[src/rws_pkg.sv]
// Shared types and constants of the steered 2D random walker.
// Used by the controller, the datapath, its arithmetic units and the top level.
`default_nettype none

package rws_pkg;

	localparam int FRAC_BITS  = 8;
	localparam int COORD_BITS = 24;
	localparam int RAND_BITS  = 16;
	localparam int DEV_BITS   = 8;
	localparam int SPEED_BITS = 23;

	// Working vector components hold the sum of two coordinates.
	localparam int W_BITS    = COORD_BITS + 1;
	localparam int PROD_BITS = 2 * W_BITS;
	localparam int SUM_BITS  = PROD_BITS;
	localparam int SQ_BITS   = SUM_BITS + 8;
	localparam int ROOT_BITS = SQ_BITS / 2;
	localparam int NUM_BITS  = 52;
	localparam int DEN_BITS  = ROOT_BITS;
	// Offset numerator: deviation times the fraction distance plus the rounding term.
	localparam int OFF_BITS  = DEV_BITS + FRAC_BITS + RAND_BITS + 1;

	localparam logic [RAND_BITS:0] RMAX = {1'b0, {RAND_BITS{1'b1}}};

	typedef enum logic [2:0] {
		CFG_MODE,
		CFG_DEV,
		CFG_SPEED,
		CFG_MAXSP,
		CFG_BOUNDX,
		CFG_BOUNDY,
		CFG_MINX,
		CFG_MINY
	} cfg_idx_t;

	typedef enum logic [3:0] {
		OP_NONE,
		OP_PLACE,
		OP_OFF_MUL,
		OP_OFF_DIV,
		OP_OFF_END,
		OP_SQ,
		OP_SUM,
		OP_MAXSQ,
		OP_SQRT,
		OP_ZERO,
		OP_SCL_MUL,
		OP_SCL_DIV,
		OP_SCL_END,
		OP_ACCD,
		OP_VELD,
		OP_OUT
	} op_t;

	typedef enum logic [4:0] {
		ST_IDLE,
		ST_PLACE,
		ST_OMUL,
		ST_ODIV,
		ST_OEND,
		ST_SQ,
		ST_SUM,
		ST_MAXSQ,
		ST_CMP,
		ST_SQRT,
		ST_SWAIT,
		ST_ZERO,
		ST_SMUL,
		ST_SDIV,
		ST_DWAIT,
		ST_SEND,
		ST_ACCD,
		ST_VELD,
		ST_OUT
	} state_t;

	typedef struct packed {
		op_t  op;
		logic axis;   // 0 x component, 1 y component
		logic phase;  // 0 acceleration, 1 velocity
		logic load;   // capture the input item
	} cmd_t;

	typedef struct packed {
		logic div_done;
		logic sqrt_done;
		logic root_zero;
		logic over;
	} stat_t;

endpackage

`default_nettype wire

[src/random_walker_step_2d.sv]
// Steered 2D random walker, signed fixed point with 8 fraction bits.
// Input items arrive on the s_axis stream, one result item per input item leaves
// on the m_axis stream; eight registers are written through the cfg port.
// tuser carries the command: 0 takes a walk step, 1 places the walker.
// A place item sets the location directly. A walk item runs the offset,
// the steering length and the acceleration scaling, plus the velocity scaling
// when the velocity cap applies; a zero steering sum skips the acceleration
// scaling. Each scaling takes a square root and two bit-serial divisions.
// One item is worked on at a time; s_axis_tready is high only when the block
// is free. The result sits in an output register, so the next item is accepted
// while the previous result waits; a stalled receiver holds the block in its
// final step only if a second result is ready before the first is taken.
// Reset clears location, velocity and acceleration and loads the default
// registers. cfg_ready is always high; write registers only while idle.
// Depends on rws_pkg, rws_ctrl and rws_dp.
`default_nettype none

module random_walker_step_2d (
	input  wire logic        clk,
	input  wire logic        arst_n,
	input  wire logic        s_axis_tvalid,
	output logic             s_axis_tready,
	input  wire logic [79:0] s_axis_tdata,   // rand_x, rand_y, place_x, place_y
	input  wire logic [0:0]  s_axis_tuser,   // cmd
	output logic             m_axis_tvalid,
	input  wire logic        m_axis_tready,
	output logic      [47:0] m_axis_tdata,   // pos_x, pos_y
	input  wire logic        cfg_valid,
	output logic             cfg_ready,
	input  wire logic [2:0]  cfg_index,
	input  wire logic [rws_pkg::COORD_BITS-1:0] cfg_data
);
	import rws_pkg::*;

	cmd_t                  cmd;
	stat_t                 stat;
	logic [COORD_BITS-1:0] pos_x, pos_y;

	rws_ctrl u_ctrl (
		.clk       (clk),
		.arst_n    (arst_n),
		.in_valid  (s_axis_tvalid),
		.in_cmd    (s_axis_tuser[0]),
		.in_ready  (s_axis_tready),
		.out_valid (m_axis_tvalid),
		.out_ready (m_axis_tready),
		.stat      (stat),
		.cmd       (cmd)
	);

	rws_dp u_dp (
		.clk       (clk),
		.arst_n    (arst_n),
		.cmd       (cmd),
		.stat      (stat),
		.cfg_we    (cfg_valid),
		.cfg_index (cfg_index),
		.cfg_data  (cfg_data),
		.rand_x    (s_axis_tdata[15:0]),
		.rand_y    (s_axis_tdata[31:16]),
		.place_x   (s_axis_tdata[55:32]),
		.place_y   (s_axis_tdata[79:56]),
		.pos_x     (pos_x),
		.pos_y     (pos_y)
	);

	assign cfg_ready    = 1'b1;
	assign m_axis_tdata = {pos_y, pos_x};

endmodule

`default_nettype wire

[src/rws_div.sv]
// Bit-serial restoring divider, one quotient bit per cycle.
// Depends on rws_pkg for its widths.
`default_nettype none

module rws_div (
	input  wire logic                         clk,
	input  wire logic                         arst_n,
	input  wire logic                         start,
	input  wire logic [rws_pkg::NUM_BITS-1:0] num,
	input  wire logic [rws_pkg::DEN_BITS-1:0] den,
	output logic      [rws_pkg::NUM_BITS-1:0] quo,
	output logic                              done
);
	import rws_pkg::*;

	localparam int CNT_BITS = $clog2(NUM_BITS + 1);

	logic [NUM_BITS-1:0] num_q;
	logic [DEN_BITS-1:0] den_q;
	logic [DEN_BITS-1:0] rem_q;
	logic [CNT_BITS-1:0] cnt_q;
	logic                done_q;
	logic [DEN_BITS:0]   trial;
	logic                ge;

	assign trial = {rem_q, num_q[NUM_BITS-1]};
	assign ge    = trial >= {1'b0, den_q};

	always_ff @(posedge clk or negedge arst_n) begin
		if (!arst_n) begin
			cnt_q  <= '0;
			done_q <= 1'b0;
		end else begin
			done_q <= 1'b0;
			if (start) begin
				cnt_q <= CNT_BITS'(NUM_BITS);
			end else if (cnt_q != '0) begin
				cnt_q <= cnt_q - 1'b1;
				if (cnt_q == CNT_BITS'(1)) begin
					done_q <= 1'b1;
				end
			end
		end
	end

	always_ff @(posedge clk) begin
		if (start) begin
			num_q <= num;
			den_q <= den;
			rem_q <= '0;
		end else if (cnt_q != '0) begin
			num_q <= {num_q[NUM_BITS-2:0], ge};
			if (ge) begin
				rem_q <= DEN_BITS'(trial - {1'b0, den_q});
			end else begin
				rem_q <= trial[DEN_BITS-1:0];
			end
		end
	end

	assign quo  = num_q;
	assign done = done_q;

endmodule

`default_nettype wire

[src/rws_sqrt.sv]
// Digit-by-digit integer square root, one root bit per cycle.
// Depends on rws_pkg for its widths.
`default_nettype none

module rws_sqrt (
	input  wire logic                          clk,
	input  wire logic                          arst_n,
	input  wire logic                          start,
	input  wire logic [rws_pkg::SQ_BITS-1:0]   radicand,
	output logic      [rws_pkg::ROOT_BITS-1:0] root,
	output logic                               done
);
	import rws_pkg::*;

	localparam int CNT_BITS = $clog2(ROOT_BITS + 1);
	localparam int REM_BITS = ROOT_BITS + 2;

	logic [SQ_BITS-1:0]   x_q;
	logic [ROOT_BITS-1:0] root_q;
	logic [REM_BITS-1:0]  rem_q;
	logic [CNT_BITS-1:0]  cnt_q;
	logic                 done_q;
	logic [REM_BITS+1:0]  t;
	logic [REM_BITS+1:0]  tr;
	logic                 ge;

	assign t  = {rem_q, x_q[SQ_BITS-1 -: 2]};
	assign tr = (REM_BITS + 2)'({root_q, 2'b01});
	assign ge = t >= tr;

	always_ff @(posedge clk or negedge arst_n) begin
		if (!arst_n) begin
			cnt_q  <= '0;
			done_q <= 1'b0;
		end else begin
			done_q <= 1'b0;
			if (start) begin
				cnt_q <= CNT_BITS'(ROOT_BITS);
			end else if (cnt_q != '0) begin
				cnt_q <= cnt_q - 1'b1;
				if (cnt_q == CNT_BITS'(1)) begin
					done_q <= 1'b1;
				end
			end
		end
	end

	always_ff @(posedge clk) begin
		if (start) begin
			x_q    <= radicand;
			root_q <= '0;
			rem_q  <= '0;
		end else if (cnt_q != '0) begin
			x_q    <= {x_q[SQ_BITS-3:0], 2'b00};
			root_q <= {root_q[ROOT_BITS-2:0], ge};
			if (ge) begin
				rem_q <= REM_BITS'(t - tr);
			end else begin
				rem_q <= t[REM_BITS-1:0];
			end
		end
	end

	assign root = root_q;
	assign done = done_q;

endmodule

`default_nettype wire

[src/rws_dp.sv]
// Datapath of the random walker: configuration, walker state, shared multiplier,
// divider and square root. Depends on rws_pkg, rws_div and rws_sqrt.
`default_nettype none

module rws_dp (
	input  wire logic                           clk,
	input  wire logic                           arst_n,
	input  wire rws_pkg::cmd_t                  cmd,
	output rws_pkg::stat_t                      stat,
	input  wire logic                           cfg_we,
	input  wire logic [2:0]                     cfg_index,
	input  wire logic [rws_pkg::COORD_BITS-1:0] cfg_data,
	input  wire logic [rws_pkg::RAND_BITS-1:0]  rand_x,
	input  wire logic [rws_pkg::RAND_BITS-1:0]  rand_y,
	input  wire logic [rws_pkg::COORD_BITS-1:0] place_x,
	input  wire logic [rws_pkg::COORD_BITS-1:0] place_y,
	output logic      [rws_pkg::COORD_BITS-1:0] pos_x,
	output logic      [rws_pkg::COORD_BITS-1:0] pos_y
);
	import rws_pkg::*;

	localparam int CB = COORD_BITS;

	// Configuration registers
	logic                  mode_q;
	logic [DEV_BITS-1:0]   dev_q;
	logic [SPEED_BITS-1:0] speed_q;
	logic [SPEED_BITS-1:0] maxsp_q;
	logic [CB-1:0]         bound_x_q, bound_y_q, min_x_q, min_y_q;

	// Walker state
	logic signed [CB-1:0] loc_x_q, loc_y_q, vel_x_q, vel_y_q, acc_x_q, acc_y_q;

	// Working registers
	logic [RAND_BITS-1:0]  rand_x_q, rand_y_q;
	logic [CB-1:0]         place_x_q, place_y_q;
	logic signed [W_BITS-1:0] wx_q, wy_q;
	logic [PROD_BITS-1:0]  prod_q;
	logic [SUM_BITS-1:0]   sum_q;
	logic                  sgn_q;
	logic [CB-1:0]         pos_x_q, pos_y_q;
	logic [OFF_BITS-1:0]   on_q, oq_q;

	logic signed [W_BITS-1:0]   w_sel;
	logic [W_BITS-1:0]          w_abs;
	logic [RAND_BITS-1:0]       r_sel;
	logic signed [RAND_BITS+2:0] diff;
	logic [RAND_BITS+2:0]       d_abs;
	logic [SPEED_BITS-1:0]      len;
	logic [W_BITS-1:0]          mul_a, mul_b;
	logic [PROD_BITS-1:0]       prod_d;
	logic [NUM_BITS-1:0]        div_num, quo;
	logic [DEN_BITS-1:0]        div_den;
	logic                       div_start, div_done;
	logic [ROOT_BITS-1:0]       root;
	logic                       sqrt_done;
	logic [OFF_BITS-1:0]        on_sum, on_d, oq_d, orem;
	logic [W_BITS-1:0]          off_mag;
	logic signed [W_BITS-1:0]   off_val, base, off_sum;
	logic [CB-1:0]              scl_val;

	function automatic logic [CB-1:0] sat_w(input logic [W_BITS-1:0] w);
		logic [CB-1:0] r;
		if (w[W_BITS-1] != w[W_BITS-2]) begin
			r = w[W_BITS-1] ? {1'b1, {(CB-1){1'b0}}} : {1'b0, {(CB-1){1'b1}}};
		end else begin
			r = w[CB-1:0];
		end
		return r;
	endfunction

	// Add velocity to location and wrap between lo and hi.
	function automatic logic [CB-1:0] wrap(input logic [CB-1:0] p0, input logic [CB-1:0] v,
			input logic [CB-1:0] lo, input logic [CB-1:0] hi);
		logic signed [W_BITS-1:0] p, lo_e, hi_e;
		p    = $signed({p0[CB-1], p0}) + $signed({v[CB-1], v});
		lo_e = $signed({lo[CB-1], lo});
		hi_e = $signed({hi[CB-1], hi});
		if (p > hi_e) begin
			p = lo_e;
		end
		if (p < lo_e) begin
			p = hi_e;
		end
		return p[CB-1:0];
	endfunction

	assign w_sel = cmd.axis ? wy_q : wx_q;
	assign w_abs = w_sel[W_BITS-1] ? (~w_sel + 1'b1) : w_sel;
	assign r_sel = cmd.axis ? rand_y_q : rand_x_q;
	assign diff  = $signed({2'b00, r_sel, 1'b0}) - $signed({2'b00, RMAX});
	assign d_abs = diff[RAND_BITS+2] ? (~diff + 1'b1) : diff;
	assign len   = cmd.phase ? maxsp_q : speed_q;

	always_comb begin
		mul_a = '0;
		mul_b = '0;
		unique case (cmd.op)
			OP_OFF_MUL: begin
				mul_a = W_BITS'({dev_q, {FRAC_BITS{1'b0}}});
				mul_b = W_BITS'(d_abs);
			end
			OP_SQ: begin
				mul_a = w_abs;
				mul_b = w_abs;
			end
			OP_SCL_MUL: begin
				mul_a = w_abs;
				mul_b = W_BITS'(len);
			end
			OP_MAXSQ: begin
				mul_a = W_BITS'(maxsp_q);
				mul_b = W_BITS'(maxsp_q);
			end
			default: begin
				mul_a = '0;
				mul_b = '0;
			end
		endcase
	end

	assign prod_d = mul_a * mul_b;

	// Offset division by the all-ones fraction scale. Straight mode divides by twice
	// the scale, which is the same as halving the rounded numerator first. The
	// estimate n * (1 + 2^-16) / 2^16 is at most one below the true quotient, and
	// the remainder check in the next step settles that last unit.
	assign on_sum = OFF_BITS'(prod_q) + (mode_q ? OFF_BITS'(RMAX >> 1) : OFF_BITS'(RMAX));
	assign on_d   = mode_q ? on_sum : (on_sum >> 1);
	assign oq_d   = (on_d + (on_d >> RAND_BITS)) >> RAND_BITS;

	assign orem    = on_q - {oq_q[OFF_BITS-RAND_BITS-1:0], {RAND_BITS{1'b0}}} + oq_q;
	assign off_mag = W_BITS'(oq_q + OFF_BITS'(orem >= OFF_BITS'(RMAX)));

	always_comb begin
		div_num   = '0;
		div_den   = '0;
		div_start = 1'b0;
		if (cmd.op == OP_SCL_DIV) begin
			div_start = 1'b1;
			div_den   = root;
			div_num   = {prod_q[NUM_BITS-5:0], 4'b0000} + NUM_BITS'(root >> 1);
		end
	end

	rws_div u_div (
		.clk    (clk),
		.arst_n (arst_n),
		.start  (div_start),
		.num    (div_num),
		.den    (div_den),
		.quo    (quo),
		.done   (div_done)
	);

	rws_sqrt u_sqrt (
		.clk      (clk),
		.arst_n   (arst_n),
		.start    (cmd.op == OP_SQRT),
		.radicand ({sum_q, 8'h00}),
		.root     (root),
		.done     (sqrt_done)
	);

	assign off_val = sgn_q ? -$signed(off_mag) : $signed(off_mag);

	always_comb begin
		if (mode_q) begin
			base = cmd.axis ? W_BITS'(acc_y_q) : W_BITS'(acc_x_q);
		end else begin
			base = cmd.axis ? W_BITS'(4 << FRAC_BITS) : W_BITS'(2 << FRAC_BITS);
		end
	end

	assign off_sum = base + off_val;

	// Rounded quotient back to a signed coordinate, saturated.
	always_comb begin
		if (!sgn_q) begin
			scl_val = (quo > NUM_BITS'({1'b0, {(CB-1){1'b1}}})) ?
				{1'b0, {(CB-1){1'b1}}} : quo[CB-1:0];
		end else begin
			scl_val = (quo > NUM_BITS'({1'b1, {(CB-1){1'b0}}})) ?
				{1'b1, {(CB-1){1'b0}}} : (~quo[CB-1:0] + 1'b1);
		end
	end

	always_ff @(posedge clk or negedge arst_n) begin
		if (!arst_n) begin
			mode_q    <= 1'b1;
			dev_q     <= DEV_BITS'(10);
			speed_q   <= SPEED_BITS'(256);
			maxsp_q   <= SPEED_BITS'(3072);
			bound_x_q <= CB'(25600);
			bound_y_q <= CB'(25600);
			min_x_q   <= '0;
			min_y_q   <= '0;
		end else if (cfg_we) begin
			unique case (cfg_idx_t'(cfg_index))
				CFG_MODE:   mode_q    <= cfg_data[0];
				CFG_DEV:    dev_q     <= cfg_data[DEV_BITS-1:0];
				CFG_SPEED:  speed_q   <= cfg_data[SPEED_BITS-1:0];
				CFG_MAXSP:  maxsp_q   <= cfg_data[SPEED_BITS-1:0];
				CFG_BOUNDX: bound_x_q <= cfg_data;
				CFG_BOUNDY: bound_y_q <= cfg_data;
				CFG_MINX:   min_x_q   <= cfg_data;
				CFG_MINY:   min_y_q   <= cfg_data;
			endcase
		end
	end

	always_ff @(posedge clk or negedge arst_n) begin
		if (!arst_n) begin
			loc_x_q <= '0;
			loc_y_q <= '0;
			vel_x_q <= '0;
			vel_y_q <= '0;
			acc_x_q <= '0;
			acc_y_q <= '0;
		end else begin
			unique case (cmd.op)
				OP_PLACE: begin
					loc_x_q <= place_x_q;
					loc_y_q <= place_y_q;
					vel_x_q <= '0;
					vel_y_q <= '0;
					acc_x_q <= '0;
					acc_y_q <= '0;
				end
				OP_ACCD: begin
					acc_x_q <= wx_q[CB-1:0];
					acc_y_q <= wy_q[CB-1:0];
				end
				OP_VELD: begin
					vel_x_q <= sat_w(wx_q);
					vel_y_q <= sat_w(wy_q);
					loc_x_q <= wrap(loc_x_q, sat_w(wx_q), min_x_q, bound_x_q);
					loc_y_q <= wrap(loc_y_q, sat_w(wy_q), min_y_q, bound_y_q);
				end
				default: begin
					loc_x_q <= loc_x_q;
				end
			endcase
		end
	end

	always_ff @(posedge clk) begin
		if (cmd.load) begin
			rand_x_q  <= rand_x;
			rand_y_q  <= rand_y;
			place_x_q <= place_x;
			place_y_q <= place_y;
		end
		unique case (cmd.op)
			OP_OFF_MUL: begin
				prod_q <= prod_d;
				sgn_q  <= diff[RAND_BITS+2];
			end
			OP_OFF_DIV: begin
				on_q <= on_d;
				oq_q <= oq_d;
			end
			OP_SCL_MUL: begin
				prod_q <= prod_d;
				sgn_q  <= w_sel[W_BITS-1];
			end
			OP_SQ, OP_MAXSQ: begin
				prod_q <= prod_d;
			end
			OP_SUM: begin
				sum_q <= cmd.axis ? (sum_q + prod_q) : prod_q;
			end
			OP_OFF_END: begin
				if (cmd.axis) begin
					wy_q <= off_sum;
				end else begin
					wx_q <= off_sum;
				end
			end
			OP_SCL_END: begin
				if (cmd.axis) begin
					wy_q <= W_BITS'($signed(scl_val));
				end else begin
					wx_q <= W_BITS'($signed(scl_val));
				end
			end
			OP_ZERO: begin
				wx_q <= '0;
				wy_q <= '0;
			end
			OP_ACCD: begin
				// The new acceleration is added to the old velocity.
				wx_q <= W_BITS'(vel_x_q) + wx_q;
				wy_q <= W_BITS'(vel_y_q) + wy_q;
			end
			OP_OUT: begin
				pos_x_q <= loc_x_q;
				pos_y_q <= loc_y_q;
			end
			default: begin
				sgn_q <= sgn_q;
			end
		endcase
	end

	assign stat.div_done  = div_done;
	assign stat.sqrt_done = sqrt_done;
	assign stat.root_zero = (root == '0);
	assign stat.over      = sum_q > prod_q;

	assign pos_x = pos_x_q;
	assign pos_y = pos_y_q;

endmodule

`default_nettype wire

[src/rws_ctrl.sv]
// Controller of the random walker: sequences the datapath operations of one item
// and runs both stream handshakes. Depends on rws_pkg.
`default_nettype none

module rws_ctrl (
	input  wire logic           clk,
	input  wire logic           arst_n,
	input  wire logic           in_valid,
	input  wire logic           in_cmd,
	output logic                in_ready,
	output logic                out_valid,
	input  wire logic           out_ready,
	input  wire rws_pkg::stat_t stat,
	output rws_pkg::cmd_t       cmd
);
	import rws_pkg::*;

	state_t state_q, state_d;
	logic   axis_q, phase_q, out_valid_q;
	logic   out_free;

	assign out_free = !out_valid_q || out_ready;

	always_comb begin
		state_d = state_q;
		unique case (state_q)
			ST_IDLE:  if (in_valid) begin
				state_d = in_cmd ? ST_PLACE : ST_OMUL;
			end
			ST_PLACE: state_d = ST_OUT;
			ST_OMUL:  state_d = ST_ODIV;
			ST_ODIV:  state_d = ST_OEND;
			ST_OEND:  state_d = axis_q ? ST_SQ : ST_OMUL;
			ST_SQ:    state_d = ST_SUM;
			ST_SUM: begin
				if (!axis_q) begin
					state_d = ST_SQ;
				end else begin
					state_d = phase_q ? ST_MAXSQ : ST_SQRT;
				end
			end
			ST_MAXSQ: state_d = ST_CMP;
			ST_CMP:   state_d = stat.over ? ST_SQRT : ST_VELD;
			ST_SQRT:  state_d = ST_SWAIT;
			ST_SWAIT: if (stat.sqrt_done) begin
				state_d = stat.root_zero ? ST_ZERO : ST_SMUL;
			end
			ST_ZERO:  state_d = phase_q ? ST_VELD : ST_ACCD;
			ST_SMUL:  state_d = ST_SDIV;
			ST_SDIV:  state_d = ST_DWAIT;
			ST_DWAIT: if (stat.div_done) begin
				state_d = ST_SEND;
			end
			ST_SEND: begin
				if (!axis_q) begin
					state_d = ST_SMUL;
				end else begin
					state_d = phase_q ? ST_VELD : ST_ACCD;
				end
			end
			ST_ACCD:  state_d = ST_SQ;
			ST_VELD:  state_d = ST_OUT;
			ST_OUT:   if (out_free) begin
				state_d = ST_IDLE;
			end
			default:  state_d = ST_IDLE;
		endcase
	end

	always_comb begin
		cmd.op    = OP_NONE;
		cmd.axis  = axis_q;
		cmd.phase = phase_q;
		cmd.load  = (state_q == ST_IDLE) && in_valid;
		unique case (state_q)
			ST_PLACE: cmd.op = OP_PLACE;
			ST_OMUL:  cmd.op = OP_OFF_MUL;
			ST_ODIV:  cmd.op = OP_OFF_DIV;
			ST_OEND:  cmd.op = OP_OFF_END;
			ST_SQ:    cmd.op = OP_SQ;
			ST_SUM:   cmd.op = OP_SUM;
			ST_MAXSQ: cmd.op = OP_MAXSQ;
			ST_SQRT:  cmd.op = OP_SQRT;
			ST_ZERO:  cmd.op = OP_ZERO;
			ST_SMUL:  cmd.op = OP_SCL_MUL;
			ST_SDIV:  cmd.op = OP_SCL_DIV;
			ST_SEND:  cmd.op = OP_SCL_END;
			ST_ACCD:  cmd.op = OP_ACCD;
			ST_VELD:  cmd.op = OP_VELD;
			ST_OUT:   cmd.op = out_free ? OP_OUT : OP_NONE;
			default:  cmd.op = OP_NONE;
		endcase
	end

	always_ff @(posedge clk or negedge arst_n) begin
		if (!arst_n) begin
			state_q     <= ST_IDLE;
			axis_q      <= 1'b0;
			phase_q     <= 1'b0;
			out_valid_q <= 1'b0;
		end else begin
			state_q <= state_d;
			if ((state_q == ST_OUT) && out_free) begin
				out_valid_q <= 1'b1;
			end else if (out_ready) begin
				out_valid_q <= 1'b0;
			end
			// Axis toggles after each per-component step; phase moves on once the
			// acceleration is settled.
			unique case (state_q)
				ST_IDLE: begin
					axis_q  <= 1'b0;
					phase_q <= 1'b0;
				end
				ST_OEND, ST_SUM, ST_SEND: axis_q <= ~axis_q;
				ST_ACCD: phase_q <= 1'b1;
				default: axis_q <= axis_q;
			endcase
		end
	end

	assign in_ready  = (state_q == ST_IDLE);
	assign out_valid = out_valid_q;

endmodule

`default_nettype wire
[config.mk]
export PLATFORM = sky130hd
export DESIGN_NAME = random_walker_step_2d
export DESIGN_NICKNAME = d
export VERILOG_FILES = /design/src/rws_pkg.sv /design/src/random_walker_step_2d.sv /design/src/rws_div.sv /design/src/rws_sqrt.sv /design/src/rws_dp.sv /design/src/rws_ctrl.sv
export SDC_FILE = /design/constraint.sdc
export NUM_CORES = 2
export LEC_CHECK = 0
export BUFFER_PORTS_ARGS = -buffer_cell sky130_fd_sc_hd__buf_2
export CAP_MARGIN = 20
export CORE_MARGIN = 3
export CORE_UTILIZATION = 60
export CTS_BUF_LIST = sky130_fd_sc_hd__clkbuf_8
export DETAILED_ROUTE_END_ITERATION = 10
export PLACE_DENSITY = 0.8
export SLEW_MARGIN = 20
export SYNTH_ARGS = -nofsm -noshare
export SYNTH_HDL_FRONTEND = slang
export SYNTH_SLANG_ARGS = --single-unit
[constraint.sdc]
create_clock -name clk -period 9.7 [get_ports clk]
set_input_delay 1.94 -clock clk [delete_from_list [all_inputs] [get_ports clk]]
set_output_delay 1.94 -clock clk [all_outputs]
set_load 0.02 [all_outputs]
==> flow_summary.toml <==
[power]
power_leakage_nw = 41.5
p_clk_frac = 0.098
p_per_area_nw_per_um2 = 400
p_sw_frac = 0.512
power_frac_comb = 0.707
p_switching_mw = 18.2
seqPwrFrac = 0.195
ir_drop_mv = 0.698
p_int_mw = 17.3

[drt]
vias = 69200
top_layer = "met5"
wl_met2_mm = 115
met3WireLength_mm = 26.1
drt-met1-wl_mm = 106
drc = 0
drt.antenna.violating_nets = 0
drtIter0Drc = 7353
viasPerCell = 6.15
drt_first_pass_iters = 8
wl_mm = 264
wl_per_cell_um = 23.4

[clock_tree]
clock_latency_ns = 0.91
clockRootBuffer = "clkbuf_8"
cts_buffers = 151
cts.sinks = 865
hold_buffers = 0
htreeDepth = 4
max-clock-path-buffers = 3
cts_tree = "yes"
clk_pin_slew_ns = 0.07

[global_routing]
antenna_found_initial = 12
grt_pass1_vias = 68200
grt_usage = 0.386
grt_max_degree = 137
grt-ovfl-total = 0
grt_pass1_wl_mm = 403

[setup_path]
cpPeakStageDelay_ns = 0.65
worstSetupPathType = "reg2reg"
required_ns = 10.32
worstReg2RegStart = "u_ctrl.axis_q"
worst_r2r_path_depth = 36
regToRegEndpoint = "u_dp.prod_q[48]"
critPathMostFrequentCell = "fa_1"
reg2reg_slack_ns = 0.22
crit_slowest_cell = "fa_1"
worst-path-max-fanout = 7
cp-startpoint = "u_ctrl.axis_q"
worstSetupStartpointType = "flop"
crit_arrival_ns = 10.10
end_kind = "flop"

[synthesis]
yosysUniqueCellTypes = 99
syn_area_um2 = 78900
ys_warn_count = 0
ys_seq_area_frac = 0.298
synth_top_flop_cell = "edfxtp_1"
ys_top_cells_by_count = "nand2_1 (1220), inv_1 (1089), ha_1 (680), a21oi_1 (637), nor2_1 (624)"
yosysMostFrequentCell = "nand2_1"
synth_edf_count = 460
ys_ff_latch = 865
syn-instance-count = 8881
yosysTopAreaCell = "edfxtp_1"
synth_top_area_frac = 0.175
postSynthAreaPerCell_um2 = 8.88
async_flop_share = 0.365
synthTopCellsByArea = "edfxtp_1 (18%), fa_1 (14%), ha_1 (11%), dfrtp_1 (9.6%), nand2_1 (5.8%)"

[place]
port-buffer-count = 162
globalplace.congestion = 1.00
postPlaceCellArea_um2 = 85200
dp_hpwl_mm = 207
dp.cells = 10900

[floorplanning]
coreArea_um2 = 130000
die_w_um = 369
dieArea_um2 = 136000
row_count = 132
initial_core_util = 0.607
die_h_um = 369
ioPinCount = 164

[status]
status = "finished clean"

[finish]
drive_gt1_frac = 0.130
layout-area-overhead-vs-synth_pct = 12.6
final_util = 0.683
finalNetCount = 10700
final_area_um2 = 88800
stdcell_count = 11300

[hold_path]
hold_start = "u_dp.vel_y_q[5]"
hold_class = "reg2reg"
whs_path_depth = 2
worstHoldEndpoint = "u_dp.vel_y_q[5]"

[timing]
fin_worst_skew_ns = 0.0611
setup_viol = 0
report.final.slew_viol_count = 0
worstMarginPinSlew_ns = 1.09
tns_ns = 0
timing.final.crit_share = 0.977
hold_viol_final = 0
fin_crit_ns = 9.48
slew_headroom = 0.271
fmaxAchievable_mhz = 105
hold_slack_ns = 0.476

[job]
cap_violations = 0
-- timing repair --
action                     in CTS  in global routing
resized for setup               6                 53
setup endpoints to repair      12                 53
cloned                          0                  4
buffers inserted                3                 16
pin swaps                       1                 19
-- kinds of logic after synthesis --
logic type      count (synthesis)  share of synthesized area
mux                           243                     0.0333
other cells                     2                  0.0000952
simple gates                 2663                      0.151
flops                         865                      0.298
buf+inv                      1464                     0.0702
compound gates               1998                      0.156
fa+ha+maj                    1215                      0.244
xor+xnor                      431                     0.0479
-- final cells by class --
cell class,instances,area (um2)
clock inverter,108,721
sequential,865,23500
tap,1742,2180
clock buffer,171,2350
multi-input combinational,6565,50400
fill,10500,41100
timing repair buffer,704,5520
inverter,1090,4090
antenna,7,17.5
-- worst max-delay path by stage --
stage	endpoint	slack (ns)	cells after the start
finish	u_dp.prod_q[48]	0.22	36
global route	u_dp.prod_q[48]	-0.09	33
CTS	u_dp.prod_q[49]	0.07	33
detailed placement	u_dp.prod_q[43]	-0.89	32
global placement	u_dp.prod_q[43]	-0.80	32
floorplan	u_dp.prod_q[48]	0.002	31
-- power by group through the flow --
stage / logic [mW] / clock network (mW) / registers, mW
finish: 25.1 / 3.49 / 6.93
global route: 27.4 / 3.69 / 7.00
CTS: 24.3 / 3.52 / 6.85
detailed placement: 24.0 / 0 / 6.90
global placement: 23.5 / 0 / 6.87
floorplan: 15.7 / 0 / 6.29
-- critical path: cells and delay by family (launching register included) --
kind,cells,cell delay [ns]
AOI/OAI and AO/OA,10,1.55
xor gates and xnor gates,2,0.67
adders and majority gates,8,3.86
buffers and inverters,8,0.80
DFF,1,0.53
and+or+nand+nor,8,1.76
-- stage by stage --
step,power (mW),setup slack (ns)
2_1_floorplan,22.0,0.00249
3_3_place_gp,30.4,-0.796
3_5_place_dp,30.9,-0.894
4_1_cts,34.7,0.0748
5_1_grt,38.1,-0.0913
6_report,35.5,0.219
-- registers in the layout, indices dropped and copies added, names as in the netlist, 25 cells and up --
name,flops
u_dp.u_sqrt.x_q,50
u_dp.wx_q,25
u_dp.wy_q,25
u_dp.prod_q,50
u_dp.u_div.den_q,29
u_dp.u_div.rem_q,29
u_dp.u_div.quo,52
u_dp.sum_q,50
u_dp.u_sqrt.root,29
u_dp.on_q,33
u_dp.u_sqrt.rem_q,31
-- cell usage in the layout, fill, tap and decap left out, types with 66 or more instances in the layout --
master    instances
a21o_1          167
mux2_2          153
buf_2           161
edfxtp_1        460
fa_1            530
o21ai_0         534
a211oi_1         68
nand3_1         147
xnor2_1         313
inv_1          1129
dfrtp_1         302
mux2i_1          86
nor3_1          140
xor2_1          113
and2_1           66
ha_1            674
nand2_1        1212
buf_4           493
nor2_1          617
nand2b_1         68
a21oi_1         631
clkbuf_8        171
dfxtp_1          89
-- layer usage --
layer  track usage  vias to the layer above
met2         0.585                     3549
met4         0.204                        6
met3        0.0836                      675
met1         0.520                    33600
met5      0.000356                        -
li1              -                    31300
No activity file was read; power rests on OpenSTA's default activity.
